### src/rtl/bwmv_pkg.sv
`default_nettype none
// ----------------------------------------------------------------------------
// bwmv_pkg
// Shared widths, register codes and record types of the bowtie wedge mask
// voxel unit.
// ----------------------------------------------------------------------------
package bwmv_pkg;

	localparam int POS_W     = 6;
	localparam int POS_CODES = 1 << POS_W;
	localparam int ADDR_W    = 18;
	localparam int TAN_W     = 32;
	localparam int FRAC_W    = 16;
	localparam int CFG_IDX_W = 2;

	typedef enum logic [CFG_IDX_W-1:0] {
		REG_TAN_LOW      = 2'd0,
		REG_TAN_HIGH     = 2'd1,
		REG_EDGE_ENABLE  = 2'd2,
		REG_SHIFT_ENABLE = 2'd3
	} cfg_reg_t;

	typedef struct packed {
		logic signed [TAN_W-1:0] tan_low;
		logic signed [TAN_W-1:0] tan_high;
		logic                    edge_en;
		logic                    shift_en;
	} cfg_t;

	typedef struct packed {
		logic              plain_value;
		logic [ADDR_W-1:0] plain_address;
		logic              shift_write;
		logic              shift_value;
		logic [ADDR_W-1:0] shift_address;
		logic              half_valid;
		logic [ADDR_W-1:0] half_address;
	} result_t;

endpackage
`default_nettype wire

### src/rtl/bwmv_cfg_if.sv
`default_nettype none
// ----------------------------------------------------------------------------
// bwmv_cfg_if
// Register write channel: index and data under a valid/ready handshake.
// ----------------------------------------------------------------------------
interface bwmv_cfg_if import bwmv_pkg::*; ();
	logic                 valid;
	logic                 ready;
	logic [CFG_IDX_W-1:0] index;
	logic [TAN_W-1:0]     data;

	modport source (output valid, output index, output data, input ready);
	modport sink   (input valid, input index, input data, output ready);
endinterface
`default_nettype wire

### src/rtl/bwmv_in_if.sv
`default_nettype none
// ----------------------------------------------------------------------------
// bwmv_in_if
// Voxel coordinate channel: one centred coordinate per request.
// ----------------------------------------------------------------------------
interface bwmv_in_if import bwmv_pkg::*; ();
	logic                    valid;
	logic                    ready;
	logic signed [POS_W-1:0] pos_x;
	logic signed [POS_W-1:0] pos_y;
	logic signed [POS_W-1:0] pos_z;

	modport source (output valid, output pos_x, output pos_y, output pos_z, input ready);
	modport sink   (input valid, input pos_x, input pos_y, input pos_z, output ready);
endinterface
`default_nettype wire

### src/rtl/bwmv_out_if.sv
`default_nettype none
// ----------------------------------------------------------------------------
// bwmv_out_if
// Mask result channel: plain, shifted and half-volume value and addresses.
// ----------------------------------------------------------------------------
interface bwmv_out_if import bwmv_pkg::*; ();
	logic              valid;
	logic              ready;
	logic              plain_value;
	logic [ADDR_W-1:0] plain_address;
	logic              shift_write;
	logic              shift_value;
	logic [ADDR_W-1:0] shift_address;
	logic              half_valid;
	logic [ADDR_W-1:0] half_address;

	modport source (
		output valid, output plain_value, output plain_address, output shift_write,
		output shift_value, output shift_address, output half_valid,
		output half_address, input ready
	);
	modport sink (
		input valid, input plain_value, input plain_address, input shift_write,
		input shift_value, input shift_address, input half_valid,
		input half_address, output ready
	);
endinterface
`default_nettype wire

### src/rtl/bowtie_wedge_mask_voxel_unit.sv
`default_nettype none
// ----------------------------------------------------------------------------
// bowtie_wedge_mask_voxel_unit
// Missing-wedge bowtie mask for one voxel per request: plain mask value and
// address, fft-shifted value and address, and the half-volume address.
// ----------------------------------------------------------------------------
// Pipeline: a request passes the wrap, mult and resolve stage registers in turn.
// Throughput: one voxel per cycle; the three stages stall together only when
// the output is held and every stage behind it is full.
// Reset: clears the stage valid bits and loads the register reset values;
// the unit is ready for requests as soon as reset is released.
module bowtie_wedge_mask_voxel_unit import bwmv_pkg::*; #(
	parameter int CUBE_SIDE = 64
) (
	input  wire          clk,
	input  wire          arst_n,
	bwmv_cfg_if.sink     cfg,
	bwmv_in_if.sink      pos_in,
	bwmv_out_if.source   mask_out
);

	localparam int IW = $clog2(CUBE_SIDE);
	localparam int PW = IW + 33;
	localparam int SQW = 2 * IW;

	cfg_t cfg_q;

	logic valid_s1, valid_s2, valid_s3;
	logic en1, en2, en3;

	logic [IW-1:0] ix_s1, iy_s1, iz_s1, sx_s1, sy_s1, sz_s1;

	logic [IW-1:0]        ix_s2, sx_s2;
	logic                 z_zero_s2;
	logic signed [IW:0]   num_s2;
	logic signed [PW-1:0] prod_lo_s2, prod_hi_s2;
	logic [SQW-1:0]       sq_x_s2, sq_y_s2, sq_z_s2;
	logic [ADDR_W-1:0]    row_s2, slab_s2, srow_s2, sslab_s2, hrow_s2, hslab_s2;

	result_t res_s3;

	// A stage moves on when it is empty or the stage after it moves on.
	assign en3 = !valid_s3 || mask_out.ready;
	assign en2 = !valid_s2 || en3;
	assign en1 = !valid_s1 || en2;
	assign pos_in.ready = en1;

	always_ff @(posedge clk or negedge arst_n) begin
		if (!arst_n) begin
			valid_s1 <= 1'b0;
			valid_s2 <= 1'b0;
			valid_s3 <= 1'b0;
		end else begin
			if (en1)
				valid_s1 <= pos_in.valid;
			if (en2)
				valid_s2 <= valid_s1;
			if (en3)
				valid_s3 <= valid_s2;
		end
	end

	bwmv_cfg_regs u_cfg (
		.clk    (clk),
		.arst_n (arst_n),
		.cfg    (cfg),
		.cfg_q  (cfg_q)
	);

	bwmv_wrap_stage #(.CUBE_SIDE(CUBE_SIDE)) u_wrap (
		.clk   (clk),
		.load  (en1 && pos_in.valid),
		.pos_x (pos_in.pos_x),
		.pos_y (pos_in.pos_y),
		.pos_z (pos_in.pos_z),
		.ix_s1 (ix_s1),
		.iy_s1 (iy_s1),
		.iz_s1 (iz_s1),
		.sx_s1 (sx_s1),
		.sy_s1 (sy_s1),
		.sz_s1 (sz_s1)
	);

	bwmv_mult_stage #(.CUBE_SIDE(CUBE_SIDE)) u_mult (
		.clk        (clk),
		.load       (en2 && valid_s1),
		.cfg        (cfg_q),
		.ix_s1      (ix_s1),
		.iy_s1      (iy_s1),
		.iz_s1      (iz_s1),
		.sx_s1      (sx_s1),
		.sy_s1      (sy_s1),
		.sz_s1      (sz_s1),
		.ix_s2      (ix_s2),
		.sx_s2      (sx_s2),
		.z_zero_s2  (z_zero_s2),
		.num_s2     (num_s2),
		.prod_lo_s2 (prod_lo_s2),
		.prod_hi_s2 (prod_hi_s2),
		.sq_x_s2    (sq_x_s2),
		.sq_y_s2    (sq_y_s2),
		.sq_z_s2    (sq_z_s2),
		.row_s2     (row_s2),
		.slab_s2    (slab_s2),
		.srow_s2    (srow_s2),
		.sslab_s2   (sslab_s2),
		.hrow_s2    (hrow_s2),
		.hslab_s2   (hslab_s2)
	);

	bwmv_resolve_stage #(.CUBE_SIDE(CUBE_SIDE)) u_resolve (
		.clk        (clk),
		.load       (en3 && valid_s2),
		.cfg        (cfg_q),
		.ix_s2      (ix_s2),
		.sx_s2      (sx_s2),
		.z_zero_s2  (z_zero_s2),
		.num_s2     (num_s2),
		.prod_lo_s2 (prod_lo_s2),
		.prod_hi_s2 (prod_hi_s2),
		.sq_x_s2    (sq_x_s2),
		.sq_y_s2    (sq_y_s2),
		.sq_z_s2    (sq_z_s2),
		.row_s2     (row_s2),
		.slab_s2    (slab_s2),
		.srow_s2    (srow_s2),
		.sslab_s2   (sslab_s2),
		.hrow_s2    (hrow_s2),
		.hslab_s2   (hslab_s2),
		.res_s3     (res_s3)
	);

	assign mask_out.valid         = valid_s3;
	assign mask_out.plain_value   = res_s3.plain_value;
	assign mask_out.plain_address = res_s3.plain_address;
	assign mask_out.shift_write   = res_s3.shift_write;
	assign mask_out.shift_value   = res_s3.shift_value;
	assign mask_out.shift_address = res_s3.shift_address;
	assign mask_out.half_valid    = res_s3.half_valid;
	assign mask_out.half_address  = res_s3.half_address;

endmodule
`default_nettype wire

### src/rtl/bwmv_cfg_regs.sv
`default_nettype none
// ----------------------------------------------------------------------------
// bwmv_cfg_regs
// Configuration register file: wedge tangents and the edge and shift enables.
// ----------------------------------------------------------------------------
module bwmv_cfg_regs import bwmv_pkg::*; (
	input  wire          clk,
	input  wire          arst_n,
	bwmv_cfg_if.sink     cfg,
	output cfg_t         cfg_q
);

	assign cfg.ready = 1'b1;

	always_ff @(posedge clk or negedge arst_n) begin
		if (!arst_n) begin
			cfg_q.tan_low  <= '0;
			cfg_q.tan_high <= '0;
			cfg_q.edge_en  <= 1'b0;
			cfg_q.shift_en <= 1'b1;
		end else if (cfg.valid && cfg.ready) begin
			unique case (cfg_reg_t'(cfg.index))
				REG_TAN_LOW:      cfg_q.tan_low  <= $signed(cfg.data);
				REG_TAN_HIGH:     cfg_q.tan_high <= $signed(cfg.data);
				REG_EDGE_ENABLE:  cfg_q.edge_en  <= cfg.data[0];
				REG_SHIFT_ENABLE: cfg_q.shift_en <= cfg.data[0];
			endcase
		end
	end

endmodule
`default_nettype wire

### src/rtl/bwmv_wrap_stage.sv
`default_nettype none
// ----------------------------------------------------------------------------
// bwmv_wrap_stage
// First stage: wraps each centred coordinate into a cube index and its
// circularly shifted index, both through small constant tables.
// ----------------------------------------------------------------------------
module bwmv_wrap_stage import bwmv_pkg::*; #(
	parameter int CUBE_SIDE = 64
) (
	input  wire                          clk,
	input  wire                          load,
	input  wire  signed [POS_W-1:0]      pos_x,
	input  wire  signed [POS_W-1:0]      pos_y,
	input  wire  signed [POS_W-1:0]      pos_z,
	output logic [$clog2(CUBE_SIDE)-1:0] ix_s1,
	output logic [$clog2(CUBE_SIDE)-1:0] iy_s1,
	output logic [$clog2(CUBE_SIDE)-1:0] iz_s1,
	output logic [$clog2(CUBE_SIDE)-1:0] sx_s1,
	output logic [$clog2(CUBE_SIDE)-1:0] sy_s1,
	output logic [$clog2(CUBE_SIDE)-1:0] sz_s1
);

	localparam int IW        = $clog2(CUBE_SIDE);
	localparam int HALF_SIDE = CUBE_SIDE / 2;

	// Index of a coordinate code, wrapped into the cube.
	function automatic int wrap_code(input int code);
		int c;
		int t;
		c = (code >= POS_CODES / 2) ? code - POS_CODES : code;
		t = (c + HALF_SIDE) % CUBE_SIDE;
		if (t < 0)
			t = t + CUBE_SIDE;
		return t;
	endfunction

	logic [IW-1:0] wrap_lut  [POS_CODES];
	logic [IW-1:0] shift_lut [POS_CODES];

	for (genvar g = 0; g < POS_CODES; g++) begin : g_lut
		assign wrap_lut[g]  = IW'(wrap_code(g));
		assign shift_lut[g] = IW'((wrap_code(g) + HALF_SIDE) % CUBE_SIDE);
	end

	always_ff @(posedge clk) begin
		if (load) begin
			ix_s1 <= wrap_lut[$unsigned(pos_x)];
			iy_s1 <= wrap_lut[$unsigned(pos_y)];
			iz_s1 <= wrap_lut[$unsigned(pos_z)];
			sx_s1 <= shift_lut[$unsigned(pos_x)];
			sy_s1 <= shift_lut[$unsigned(pos_y)];
			sz_s1 <= shift_lut[$unsigned(pos_z)];
		end
	end

endmodule
`default_nettype wire

### src/rtl/bwmv_mult_stage.sv
`default_nettype none
// ----------------------------------------------------------------------------
// bwmv_mult_stage
// Second stage: centres the indices, forms the tangent products, the squares
// for the edge radius and the address partial products.
// ----------------------------------------------------------------------------
module bwmv_mult_stage import bwmv_pkg::*; #(
	parameter int CUBE_SIDE = 64
) (
	input  wire                                   clk,
	input  wire                                   load,
	input  cfg_t                                  cfg,
	input  wire  [$clog2(CUBE_SIDE)-1:0]          ix_s1,
	input  wire  [$clog2(CUBE_SIDE)-1:0]          iy_s1,
	input  wire  [$clog2(CUBE_SIDE)-1:0]          iz_s1,
	input  wire  [$clog2(CUBE_SIDE)-1:0]          sx_s1,
	input  wire  [$clog2(CUBE_SIDE)-1:0]          sy_s1,
	input  wire  [$clog2(CUBE_SIDE)-1:0]          sz_s1,
	output logic [$clog2(CUBE_SIDE)-1:0]          ix_s2,
	output logic [$clog2(CUBE_SIDE)-1:0]          sx_s2,
	output logic                                  z_zero_s2,
	output logic signed [$clog2(CUBE_SIDE):0]     num_s2,
	output logic signed [$clog2(CUBE_SIDE)+32:0]  prod_lo_s2,
	output logic signed [$clog2(CUBE_SIDE)+32:0]  prod_hi_s2,
	output logic [2*$clog2(CUBE_SIDE)-1:0]        sq_x_s2,
	output logic [2*$clog2(CUBE_SIDE)-1:0]        sq_y_s2,
	output logic [2*$clog2(CUBE_SIDE)-1:0]        sq_z_s2,
	output logic [ADDR_W-1:0]                     row_s2,
	output logic [ADDR_W-1:0]                     slab_s2,
	output logic [ADDR_W-1:0]                     srow_s2,
	output logic [ADDR_W-1:0]                     sslab_s2,
	output logic [ADDR_W-1:0]                     hrow_s2,
	output logic [ADDR_W-1:0]                     hslab_s2
);

	localparam int IW         = $clog2(CUBE_SIDE);
	localparam int CW         = IW + 1;
	localparam int PW         = IW + 33;
	localparam int SQW        = 2 * IW;
	localparam int HALF_SIDE  = CUBE_SIDE / 2;
	localparam int HALF_W     = HALF_SIDE + 1;
	localparam int SIDE_SQ    = CUBE_SIDE * CUBE_SIDE;
	localparam int HALF_SLAB  = HALF_W * CUBE_SIDE;
	localparam logic signed [CW-1:0] HALF_C = CW'(HALF_SIDE);

	logic signed [CW-1:0]   x, y, z;
	logic signed [CW-1:0]   num, den_full;
	logic [IW-1:0]          den;
	logic signed [CW-1:0]   den_s;
	logic signed [2*CW-1:0] x_sq, y_sq, z_sq;
	logic                   z_neg;

	always_comb begin
		x        = $signed({1'b0, ix_s1}) - HALF_C;
		y        = $signed({1'b0, iy_s1}) - HALF_C;
		z        = $signed({1'b0, iz_s1}) - HALF_C;
		z_neg    = z[CW-1];
		// Fold the sign of z into x so the tangent test runs on a positive divisor.
		num      = z_neg ? -x : x;
		den_full = z_neg ? -z : z;
		den      = den_full[IW-1:0];
		den_s    = $signed({1'b0, den});
		x_sq     = (2 * CW)'(x) * (2 * CW)'(x);
		y_sq     = (2 * CW)'(y) * (2 * CW)'(y);
		z_sq     = (2 * CW)'(z) * (2 * CW)'(z);
	end

	always_ff @(posedge clk) begin
		if (load) begin
			ix_s2      <= ix_s1;
			sx_s2      <= sx_s1;
			z_zero_s2  <= (z == '0);
			num_s2     <= num;
			prod_lo_s2 <= PW'(cfg.tan_low) * PW'(den_s);
			prod_hi_s2 <= PW'(cfg.tan_high) * PW'(den_s);
			sq_x_s2    <= x_sq[SQW-1:0];
			sq_y_s2    <= y_sq[SQW-1:0];
			sq_z_s2    <= z_sq[SQW-1:0];
			row_s2     <= ADDR_W'(iy_s1 * CUBE_SIDE);
			slab_s2    <= ADDR_W'(iz_s1 * SIDE_SQ);
			srow_s2    <= ADDR_W'(sy_s1 * CUBE_SIDE);
			sslab_s2   <= ADDR_W'(sz_s1 * SIDE_SQ);
			hrow_s2    <= ADDR_W'(sy_s1 * HALF_W);
			hslab_s2   <= ADDR_W'(sz_s1 * HALF_SLAB);
		end
	end

endmodule
`default_nettype wire

### src/rtl/bwmv_resolve_stage.sv
`default_nettype none
// ----------------------------------------------------------------------------
// bwmv_resolve_stage
// Third stage: wedge and edge comparisons, address sums and output gating
// into the result register.
// ----------------------------------------------------------------------------
module bwmv_resolve_stage import bwmv_pkg::*; #(
	parameter int CUBE_SIDE = 64
) (
	input  wire                                  clk,
	input  wire                                  load,
	input  cfg_t                                 cfg,
	input  wire  [$clog2(CUBE_SIDE)-1:0]         ix_s2,
	input  wire  [$clog2(CUBE_SIDE)-1:0]         sx_s2,
	input  wire                                  z_zero_s2,
	input  wire  signed [$clog2(CUBE_SIDE):0]    num_s2,
	input  wire  signed [$clog2(CUBE_SIDE)+32:0] prod_lo_s2,
	input  wire  signed [$clog2(CUBE_SIDE)+32:0] prod_hi_s2,
	input  wire  [2*$clog2(CUBE_SIDE)-1:0]       sq_x_s2,
	input  wire  [2*$clog2(CUBE_SIDE)-1:0]       sq_y_s2,
	input  wire  [2*$clog2(CUBE_SIDE)-1:0]       sq_z_s2,
	input  wire  [ADDR_W-1:0]                    row_s2,
	input  wire  [ADDR_W-1:0]                    slab_s2,
	input  wire  [ADDR_W-1:0]                    srow_s2,
	input  wire  [ADDR_W-1:0]                    sslab_s2,
	input  wire  [ADDR_W-1:0]                    hrow_s2,
	input  wire  [ADDR_W-1:0]                    hslab_s2,
	output result_t                              res_s3
);

	localparam int IW       = $clog2(CUBE_SIDE);
	localparam int CW       = IW + 1;
	localparam int PW       = IW + 33;
	localparam int SQW      = 2 * IW;
	localparam int HALF_W   = CUBE_SIDE / 2 + 1;
	localparam int EDGE_R   = (CUBE_SIDE - 1) / 2;
	localparam logic [SQW-1:0] EDGE_R_SQ = SQW'(EDGE_R * EDGE_R);
	localparam logic [IW:0]    HALF_W_C  = (IW + 1)'(HALF_W);

	logic signed [PW-1:0] lhs;
	logic [SQW-1:0]       radius_sq;
	logic                 wedge, beyond_edge, in_half;
	logic [ADDR_W-1:0]    sx_ext;
	result_t              res;

	always_comb begin
		lhs         = {{(PW - CW - FRAC_W){num_s2[CW-1]}}, num_s2, {FRAC_W{1'b0}}};
		wedge       = !z_zero_s2 && (prod_lo_s2 < lhs) && (lhs < prod_hi_s2);
		radius_sq   = sq_x_s2 + sq_y_s2 + sq_z_s2;
		beyond_edge = cfg.edge_en && (radius_sq >= EDGE_R_SQ);
		in_half     = cfg.shift_en && ({1'b0, sx_s2} < HALF_W_C);
		sx_ext      = ADDR_W'(sx_s2);

		res.plain_value   = !wedge;
		res.plain_address = ADDR_W'(ix_s2) + row_s2 + slab_s2;
		res.shift_write   = cfg.shift_en;
		res.shift_value   = cfg.shift_en && !(wedge || beyond_edge);
		res.shift_address = cfg.shift_en ? (sx_ext + srow_s2 + sslab_s2) : '0;
		res.half_valid    = in_half;
		res.half_address  = in_half ? (sx_ext + hrow_s2 + hslab_s2) : '0;
	end

	always_ff @(posedge clk) begin
		if (load)
			res_s3 <= res;
	end

endmodule
`default_nettype wire
### src/flat_wrapper.sv
// flat-port wrapper written by rule: the top's interface ports become plain ports
module bowtie_wedge_mask_voxel_unit_flat import bwmv_pkg::*;
#(
	parameter int CUBE_SIDE = 64
)
  (clk, arst_n, cfg_valid, cfg_index, cfg_data, cfg_ready, pos_in_valid, pos_in_pos_x, pos_in_pos_y, pos_in_pos_z, pos_in_ready, mask_out_valid, mask_out_plain_value, mask_out_plain_address, mask_out_shift_write, mask_out_shift_value, mask_out_shift_address, mask_out_half_valid, mask_out_half_address, mask_out_ready);
  bwmv_cfg_if cfg_i ();
  bwmv_in_if pos_in_i ();
  bwmv_out_if mask_out_i ();
  input  wire clk;
  input  wire arst_n;
  input wire logic [$bits(cfg_i.valid)-1:0] cfg_valid;
  input wire logic [$bits(cfg_i.index)-1:0] cfg_index;
  input wire logic [$bits(cfg_i.data)-1:0] cfg_data;
  output wire logic [$bits(cfg_i.ready)-1:0] cfg_ready;
  input wire logic [$bits(pos_in_i.valid)-1:0] pos_in_valid;
  input wire logic [$bits(pos_in_i.pos_x)-1:0] pos_in_pos_x;
  input wire logic [$bits(pos_in_i.pos_y)-1:0] pos_in_pos_y;
  input wire logic [$bits(pos_in_i.pos_z)-1:0] pos_in_pos_z;
  output wire logic [$bits(pos_in_i.ready)-1:0] pos_in_ready;
  output wire logic [$bits(mask_out_i.valid)-1:0] mask_out_valid;
  output wire logic [$bits(mask_out_i.plain_value)-1:0] mask_out_plain_value;
  output wire logic [$bits(mask_out_i.plain_address)-1:0] mask_out_plain_address;
  output wire logic [$bits(mask_out_i.shift_write)-1:0] mask_out_shift_write;
  output wire logic [$bits(mask_out_i.shift_value)-1:0] mask_out_shift_value;
  output wire logic [$bits(mask_out_i.shift_address)-1:0] mask_out_shift_address;
  output wire logic [$bits(mask_out_i.half_valid)-1:0] mask_out_half_valid;
  output wire logic [$bits(mask_out_i.half_address)-1:0] mask_out_half_address;
  input wire logic [$bits(mask_out_i.ready)-1:0] mask_out_ready;
  assign cfg_i.valid = cfg_valid;
  assign cfg_i.index = cfg_index;
  assign cfg_i.data = cfg_data;
  assign cfg_ready = cfg_i.ready;
  assign pos_in_i.valid = pos_in_valid;
  assign pos_in_i.pos_x = pos_in_pos_x;
  assign pos_in_i.pos_y = pos_in_pos_y;
  assign pos_in_i.pos_z = pos_in_pos_z;
  assign pos_in_ready = pos_in_i.ready;
  assign mask_out_valid = mask_out_i.valid;
  assign mask_out_plain_value = mask_out_i.plain_value;
  assign mask_out_plain_address = mask_out_i.plain_address;
  assign mask_out_shift_write = mask_out_i.shift_write;
  assign mask_out_shift_value = mask_out_i.shift_value;
  assign mask_out_shift_address = mask_out_i.shift_address;
  assign mask_out_half_valid = mask_out_i.half_valid;
  assign mask_out_half_address = mask_out_i.half_address;
  assign mask_out_i.ready = mask_out_ready;
  bowtie_wedge_mask_voxel_unit #(.CUBE_SIDE(CUBE_SIDE)) u_core (.clk(clk), .arst_n(arst_n), .cfg(cfg_i), .pos_in(pos_in_i), .mask_out(mask_out_i));
endmodule
### config.mk
export PLATFORM = sky130hd
export DESIGN_NAME = bowtie_wedge_mask_voxel_unit_flat
export DESIGN_NICKNAME = d
export VERILOG_FILES = /design/src/rtl/bwmv_pkg.sv /design/src/rtl/bwmv_cfg_if.sv /design/src/rtl/bwmv_in_if.sv /design/src/rtl/bwmv_out_if.sv /design/src/rtl/bowtie_wedge_mask_voxel_unit.sv /design/src/rtl/bwmv_cfg_regs.sv /design/src/rtl/bwmv_wrap_stage.sv /design/src/rtl/bwmv_mult_stage.sv /design/src/rtl/bwmv_resolve_stage.sv /design/src/flat_wrapper.sv
export SDC_FILE = /design/constraint.sdc
export NUM_CORES = 1
export LEC_CHECK = 0
export BUFFER_PORTS_ARGS = -buffer_cell sky130_fd_sc_hd__buf_4
export CORE_MARGIN = 5
export CORE_UTILIZATION = 45
export DETAILED_ROUTE_END_ITERATION = 7
export HOLD_SLACK_MARGIN = 0.12
export REMOVE_ABC_BUFFERS = 1
export SYNTH_ARGS = -nofsm -noshare
export SYNTH_HDL_FRONTEND = slang
export SYNTH_HIERARCHICAL = 1
export SYNTH_SLANG_ARGS = --single-unit
### constraint.sdc
create_clock -name clk -period 8.2 [get_ports clk]
set_clock_uncertainty 0.05 [all_clocks]
set_input_delay 0.41 -clock clk [delete_from_list [all_inputs] [get_ports clk]]
set_output_delay 0.41 -clock clk [all_outputs]
set_load 0.01 [all_outputs]
==> impl_metrics.csv, run 1 <==
group,metric,value,unit
outcome,status,"finished clean",
critical_path,rrSetupSlack,0.99,ns
pwr,totalPowerFinal,13.4,mW
critical_path,cp-end-kind,"flip-flop",
yosys,ys_warn_count,6,
critical_path,required,8.46,ns
critical_path,cp-start-kind,"flip-flop",
min_path,hp-class,"primary input to async pin",
placed_design,io_buffers,116,
floorplanning,die_x,280,um
timing,finalCriticalPeriod,7.21,ns
critical_path,setup.worst_path.start,"u_core/u_wrap/sz_s1[2]",
critical_path,worstPathCellList,"clkinv_1, a31oi_1, xnor2_2, buf_4, buf_4, and2_1, fa_1, fa_1, fa_1, inv_1, fa_1, inv_1, ha_1, nand2_1, o21ai_1, o21bai_1, a21boi_1, a41oi_2, o21ai_2, nand4_1, and4b_1",
floorplanning,initial_core_util,45.5,%
routing,drtAntennaViolNets,0,
grt,antenna_found_initial,5,
clock_network,cts.clk_slew.worst_paths,0.06,ns
pwr,power_per_cell_area,373,nW/um2
cells_and_area,nNetsFinal,4020,
critical_path,crit_path_top_delay_cell,"xnor2_2",
floorplanning,core_area,71900,um2
routing,wl_per_cell,16.8,um
critical_path,crit_fanout,25,
clock_network,cts_resized,0,
pwr,leakagePower,17.0,nW
grt,overflow,0,
timing,worstMarginPinSlew,1.27,ns
critical_path,path_common_cell,"fa_1",
timing,rsz0062_at_grt,"false",
clock_network,ctsHtreeMaxLevel,2,
run,drv_cap,0,
critical_path,r2r_end,"u_core/u_mult/prod_hi_s2[35]",
clock_network,cts-buffers-inserted,39,
timing,hold_slack,0.186,ns
critical_path,worstPathArrival,7.47,ns
routing,drt_iter0_drc,1054,
critical_path,path_delay_family,"adder cells",
timing,fmax,0.139,GHz
floorplanning,die_h,280,um
yosys,syn_area_per_cell,10.5,um2
critical_path,crit_type,"flip-flop to flip-flop",
timing,fin_ws,0.990,ns
clock_network,cts_tree,"built",
critical_path,rr_worst_depth,21,
cells_and_area,nFillCells,6554,
cells_and_area,utilization,50.1,%
clock_network,numClockSinks,297,
critical_path,crit_path_max_incr_delay,0.98,ns
yosys,netlist_area,32700,um2
timing,min_period_over_period,87.9,%
floorplanning,dieArea,78200,um2
timing,drv_slew,0,
floorplanning,pin_count,118,
grt,grt_pass1_wl,119000,um
floorplanning,rows,98,
routing,dr_total_vias,21700,
critical_path,critPathCapture,"u_core/u_mult/prod_hi_s2[35]",
grt,gr-usage-all-layers,18.5,%
clock_network,clock_path_buffers,3,
critical_path,path_depth,21,
critical_path,critical_path_buf_inv_count,5,
clock_network,cts_root_buf,"clkbuf_16",
yosys,syn_inst,3109,
routing,wl,70700,um
cells_and_area,syn_to_final_growth,10.1,%
cells_and_area,drive_above_1_share,10.0,%
routing,drt-vias-per-instance,5.16,
routing,drc,0,
pwr,vdd_drop_max,0.185,mV
grt,grt_start_max_net_pins,81,
timing,relSlewSlack,14.7,%
grt,grt_pass1_vias,23300,
placed_design,hpwlAfterDp,56200,um
timing,setup_viol,0,
routing,dr.pass1.iters,5,
timing,hold_viol,0,
critical_path,rr_startpoint,"u_core/u_wrap/sz_s1[2]",
placed_design,preCtsSetupSlack,1.00,ns
clock_network,insertion_delay,0.56,ns
placed_design,gp_congestion,0.863,
-- worst reg2reg max path: stages (launching register included) --
cell and delay, ns:
edfxtp_1 0.52, clkinv_1 0.28, a31oi_1 0.17, xnor2_2 0.98, buf_4 0.51, buf_4 0.28
and2_1 0.18, fa_1 0.40, fa_1 0.47, fa_1 0.54, inv_1 0.05, fa_1 0.53
inv_1 0.04, ha_1 0.38, nand2_1 0.12, o21ai_1 0.27, o21bai_1 0.15, a21boi_1 0.36
a41oi_2 0.20, o21ai_2 0.19, nand4_1 0.10, and4b_1 0.19
-- layout make-up --
class	count	area (um2)	area share (%)
Inverter	439	1650	4.57
Antenna cell	4	10.0	0.0278
Clock inverter	19	234	0.650
Sequential cell	297	8570	23.8
Timing Repair Buffer	185	1540	4.27
Tap cell	950	1190	3.30
Clock buffer	52	1100	3.07
Multi-Input combinational cell	2268	21700	60.3
-- sequential cells by signal (all words and copies together) (netlist names), 3 cells and up --
signal,count
u_core/u_mult/sq_y_s2,11
u_core/u_mult/row_s2,5
u_core/u_wrap/ix_s1,3
u_core/u_wrap/sx_s1,4
u_core/u_mult/hrow_s2,12
u_core/u_mult/num_s2,6
u_core/u_mult/sq_z_s2,11
u_core/u_wrap/sz_s1,6
u_core/u_mult/prod_lo_s2,23
u_core/u_cfg/cfg_q,66
u_core/u_mult/hslab_s2,12
u_core/u_mult/sq_x_s2,10
u_core/u_wrap/sy_s1,6
u_core/u_mult/sx_s2,6
u_core/u_resolve/res_s3,58
u_core/u_mult/slab_s2,5
u_core/u_mult/ix_s2,6
u_core/u_mult/prod_hi_s2,39
-- per-stage QoR --
stage / TNS (ns) / instance area [um2] / cells
floorplan: -1.07 / 31900 / 3004
global placement: 0 / 34100 / 4085
detailed placement: 0 / 34100 / 4085
CTS: 0 / 36000 / 4210
global route: 0 / 36000 / 4210
finish: 0 / 36000 / 4214
-- layout by cell type (no fill, tap or decap), types with 24 or more instances in the layout --
| cell | n |
|---|---|
| o21bai_1 | 24 |
| nor3_1 | 37 |
| conb_1 | 64 |
| xor2_1 | 44 |
| nor2_1 | 121 |
| nand3_1 | 43 |
| dfrtp_1 | 68 |
| a21o_1 | 52 |
| ha_1 | 363 |
| dlygate4sd3_1 | 54 |
| a21oi_1 | 134 |
| clkbuf_16 | 39 |
| and2_1 | 265 |
| mux2_2 | 68 |
| nand2_1 | 176 |
| xnor2_1 | 106 |
| o21ai_0 | 47 |
| inv_1 | 435 |
| nor2b_1 | 78 |
| fa_1 | 370 |
| edfxtp_1 | 228 |
| buf_4 | 130 |
-- routing by layer --
metal  global-route usage [%]  vias up  part of all wire, %
met5                        0        -                0.018
met4                     5.24        2                  2.7
met3                     2.49      109                  3.9
met2                     32.8      383                   50
met1                     23.7    10800                   43
li1                         -    10400                    -
-- report_power, final --
part | internal [mW] | switching [mW] | leakage (nW) | total [mW]
clock | 1.08 | 0.690 | 0.649 | 1.77
sequential | 2.40 | 0.295 | 3.03 | 2.69
combinational | 3.85 | 5.13 | 13.3 | 8.98
total | 7.33 | 6.12 | 17.0 | 13.4
-- how the worst min path moves through the flow --
stage | slack [ns] | cells past startpoint | from | endpoint
floorplan | 0.06 | 0 | arst_n | u_core/mask_out.valid
finish | 0.19 | 2 | arst_n | u_core/u_cfg/cfg_q[61]
CTS | 0.13 | 3 | cfg_index[1] | u_core/u_cfg/cfg_q[0]
global route | 0.17 | 3 | cfg_index[1] | u_core/u_cfg/cfg_q[0]
detailed placement | 0.22 | 1 | arst_n | u_core/u_cfg/cfg_q[58]
global placement | 0.22 | 1 | arst_n | u_core/u_cfg/cfg_q[58]
-- timing repair --
action                     4_1_cts  5_1_grt
hold endpoints to repair       102        0
hold buffers                    54        0
setup endpoints to repair        0        0
buffers inserted                 0        0
No activity file was read; power rests on OpenSTA's default activity.
==> run 2, diff against run 1 <==
--- a/config.mk
+++ b/config.mk
@@ -7,9 +7,10 @@
 export LEC_CHECK = 0
 export BUFFER_PORTS_ARGS = -buffer_cell sky130_fd_sc_hd__buf_4
 export CORE_MARGIN = 5
-export CORE_UTILIZATION = 45
+export CORE_UTILIZATION = 55
 export DETAILED_ROUTE_END_ITERATION = 7
 export HOLD_SLACK_MARGIN = 0.12
+export PLACE_DENSITY = 0.72
 export REMOVE_ABC_BUFFERS = 1
 export SYNTH_ARGS = -nofsm -noshare
 export SYNTH_HDL_FRONTEND = slang
==> impl_metrics.csv, run 2 (synthesis gave the netlist of run 1 again) <==
group,metric,value,unit
timing,relSlewSlack,17.3,%
placed_design,placed_area,33900,um2
min_path,hp-class,"primary input to flip-flop",
cells_and_area,regMostFlops,"u_core/u_cfg/cfg_q",
cells_and_area,drive_above_1_share,9.64,%
clock_network,cts_resized,0,
grt,gr-usage-all-layers,22.3,%
critical_path,worstPathArrival,7.58,ns
routing,drt-vias-per-instance,5.49,
cells_and_area,nNetsFinal,4018,
pwr,leakagePower,17.0,nW
clock_network,clock_path_buffers,3,
routing,drt_iter0_drc,1205,
grt,grt_pass1_vias,23700,
cells_and_area,reg.largest.list,"u_core/u_cfg/cfg_q x66, u_core/u_resolve/res_s3 x58, u_core/u_mult/prod_hi_s2 x39",
cells_and_area,final_common_cell,"inv_1",
pwr,power_per_cell_area,376,nW/um2
outcome,status,"finished clean",
critical_path,cp-start-kind,"flip-flop",
critical_path,rr_startpoint,"u_core/u_wrap/sz_s1[1]",
grt,grt_start_max_net_pins,84,
critical_path,r2r_end,"u_core/u_mult/prod_hi_s2[35]",
floorplanning,die_h,254,um
floorplanning,initial_core_util,55.4,%
critical_path,crit_fanout,40,
timing,worstMarginPinSlew,1.23,ns
grt,grt_pass1_wl,118000,um
clock_network,cts_tree,"built",
critical_path,required,8.46,ns
grt,antenna_found_initial,5,
floorplanning,pin_count,118,
clock_network,cts_root_buf,"clkbuf_16",
critical_path,rr_worst_depth,20,
floorplanning,rows,89,
floorplanning,core_area,59000,um2
timing,rsz0062_at_grt,"false",
clock_network,ctsHtreeMaxLevel,2,
routing,dr.pass1.iters,5,
placed_design,gp_congestion,0.918,
floorplanning,die_x,254,um
critical_path,crit_type,"flip-flop to flip-flop",
routing,wl_per_cell,17.5,um
routing,drc,0,
timing,hold_slack,0.196,ns
timing,finalCriticalPeriod,7.32,ns
routing,wl,70700,um
placed_design,io_buffers,116,
critical_path,setup.worst_path.start,"u_core/u_wrap/sz_s1[1]",
timing,hold_viol,0,
cells_and_area,syn_to_final_growth,9.00,%
routing,dr_total_vias,22100,
timing,drv_slew,0,
cells_and_area,largest_reg_flops,66,
critical_path,cp-end-kind,"flip-flop",
cells_and_area,nFillCells,4787,
clock_network,numClockSinks,297,
placed_design,dp.cells,3907,
timing,fmax,0.137,GHz
clock_network,cts-buffers-inserted,38,
cells_and_area,utilization,60.4,%
placed_design,hpwlAfterDp,55300,um
cells_and_area,final_cell_count_no_fill,4034,
grt,overflow,0,
timing,setup_viol,0,
critical_path,critPathCapture,"u_core/u_mult/prod_hi_s2[35]",
routing,drtAntennaViolNets,0,
clock_network,insertion_delay,0.56,ns
pwr,vdd_drop_max,0.217,mV
critical_path,rrSetupSlack,0.88,ns
cells_and_area,layout_common_cells,"inv_1, fa_1, ha_1, and2_1, edfxtp_1",
clock_network,cts.clk_slew.worst_paths,0.05,ns
run,drv_cap,0,
timing,min_period_over_period,89.3,%
cells_and_area,fin_area,35700,um2
timing,setup_tns,0,ns
floorplanning,dieArea,64500,um2
==> run 2: changes by cell type in the layout (fill, tap and decap cells not counted), sizes merged <==
cell / change
buf: -1
diode: -1
clkbuf: +2
inv: +2
clkinvlp: -3
bufinv: -2
==> run 2: per-stage QoR <==
step                worst slack [ns]  power, mW
floorplan                     -0.187       9.70
global placement                1.20       11.4
detailed placement             0.955       11.7
CTS                            0.920       13.5
global route                   0.564       14.8
finish                         0.880       13.4
==> run 2: critical path, cell delays in order (launching register included) <==
cell       delay (ns)
edfxtp_1         0.59
inv_1            0.24
a31oi_1          0.15
xnor2_2          0.95
buf_4            0.54
and2_1           0.23
fa_1             0.41
fa_1             0.47
fa_1             0.56
inv_1            0.06
fa_1             0.53
inv_1            0.04
ha_1             0.36
a21oi_1          0.21
nand2_1          0.09
o2111ai_1        0.40
o2111ai_2        0.22
a41oi_2          0.29
o21ai_2          0.10
nor4_1           0.29
and4b_1          0.23
==> run 2: per-layer routing <==
metal | GRT usage (%) | wire, um | up-vias
li1 | - | - | 10400
met1 | 27.9 | 28700 | 11000
met2 | 39.9 | 35600 | 577
met3 | 2.57 | 3540 | 148
met4 | 8.44 | 2850 | 4
met5 | 0 | 26 | -
==> run 2: worst min-delay path by stage <==
stage                            from                     end  cells after the start
2_1_floorplan                  arst_n   u_core/mask_out.valid                      0
3_3_place_gp   u_core/u_wrap/sx_s1[5]  u_core/u_mult/sx_s2[5]                      0
3_5_place_dp   u_core/u_wrap/sx_s1[5]  u_core/u_mult/sx_s2[5]                      0
4_1_cts                  cfg_index[1]   u_core/u_cfg/cfg_q[0]                      3
5_1_grt                     cfg_valid   u_core/u_cfg/cfg_q[1]                      3
6_report                 cfg_index[1]   u_core/u_cfg/cfg_q[0]                      3
==> run 2: area by class of cell <==
cell class,count,area (um2),share of cell area (%)
Multi-Input combinational cell,2268,21700,60.9
Sequential cell,297,8570,24.0
Inverter,439,1650,4.62
Timing Repair Buffer,184,1520,4.25
Clock buffer,54,1080,3.04
Tap cell,773,967,2.71
Clock inverter,16,155,0.435
Antenna cell,3,7.51,0.0210
==> run 2: power by group <==
group          leakage (nW)  internal (mW)  switching, mW
clock network         0.606          0.993          0.683
logic                  13.3           3.86           5.21
registers              3.03           2.40          0.284
==> run 2: repair_timing <==
item                                   4_1_cts  5_1_grt
hold buffers                                54        0
endpoints found under the hold margin      158        0
buffers inserted                             0        0
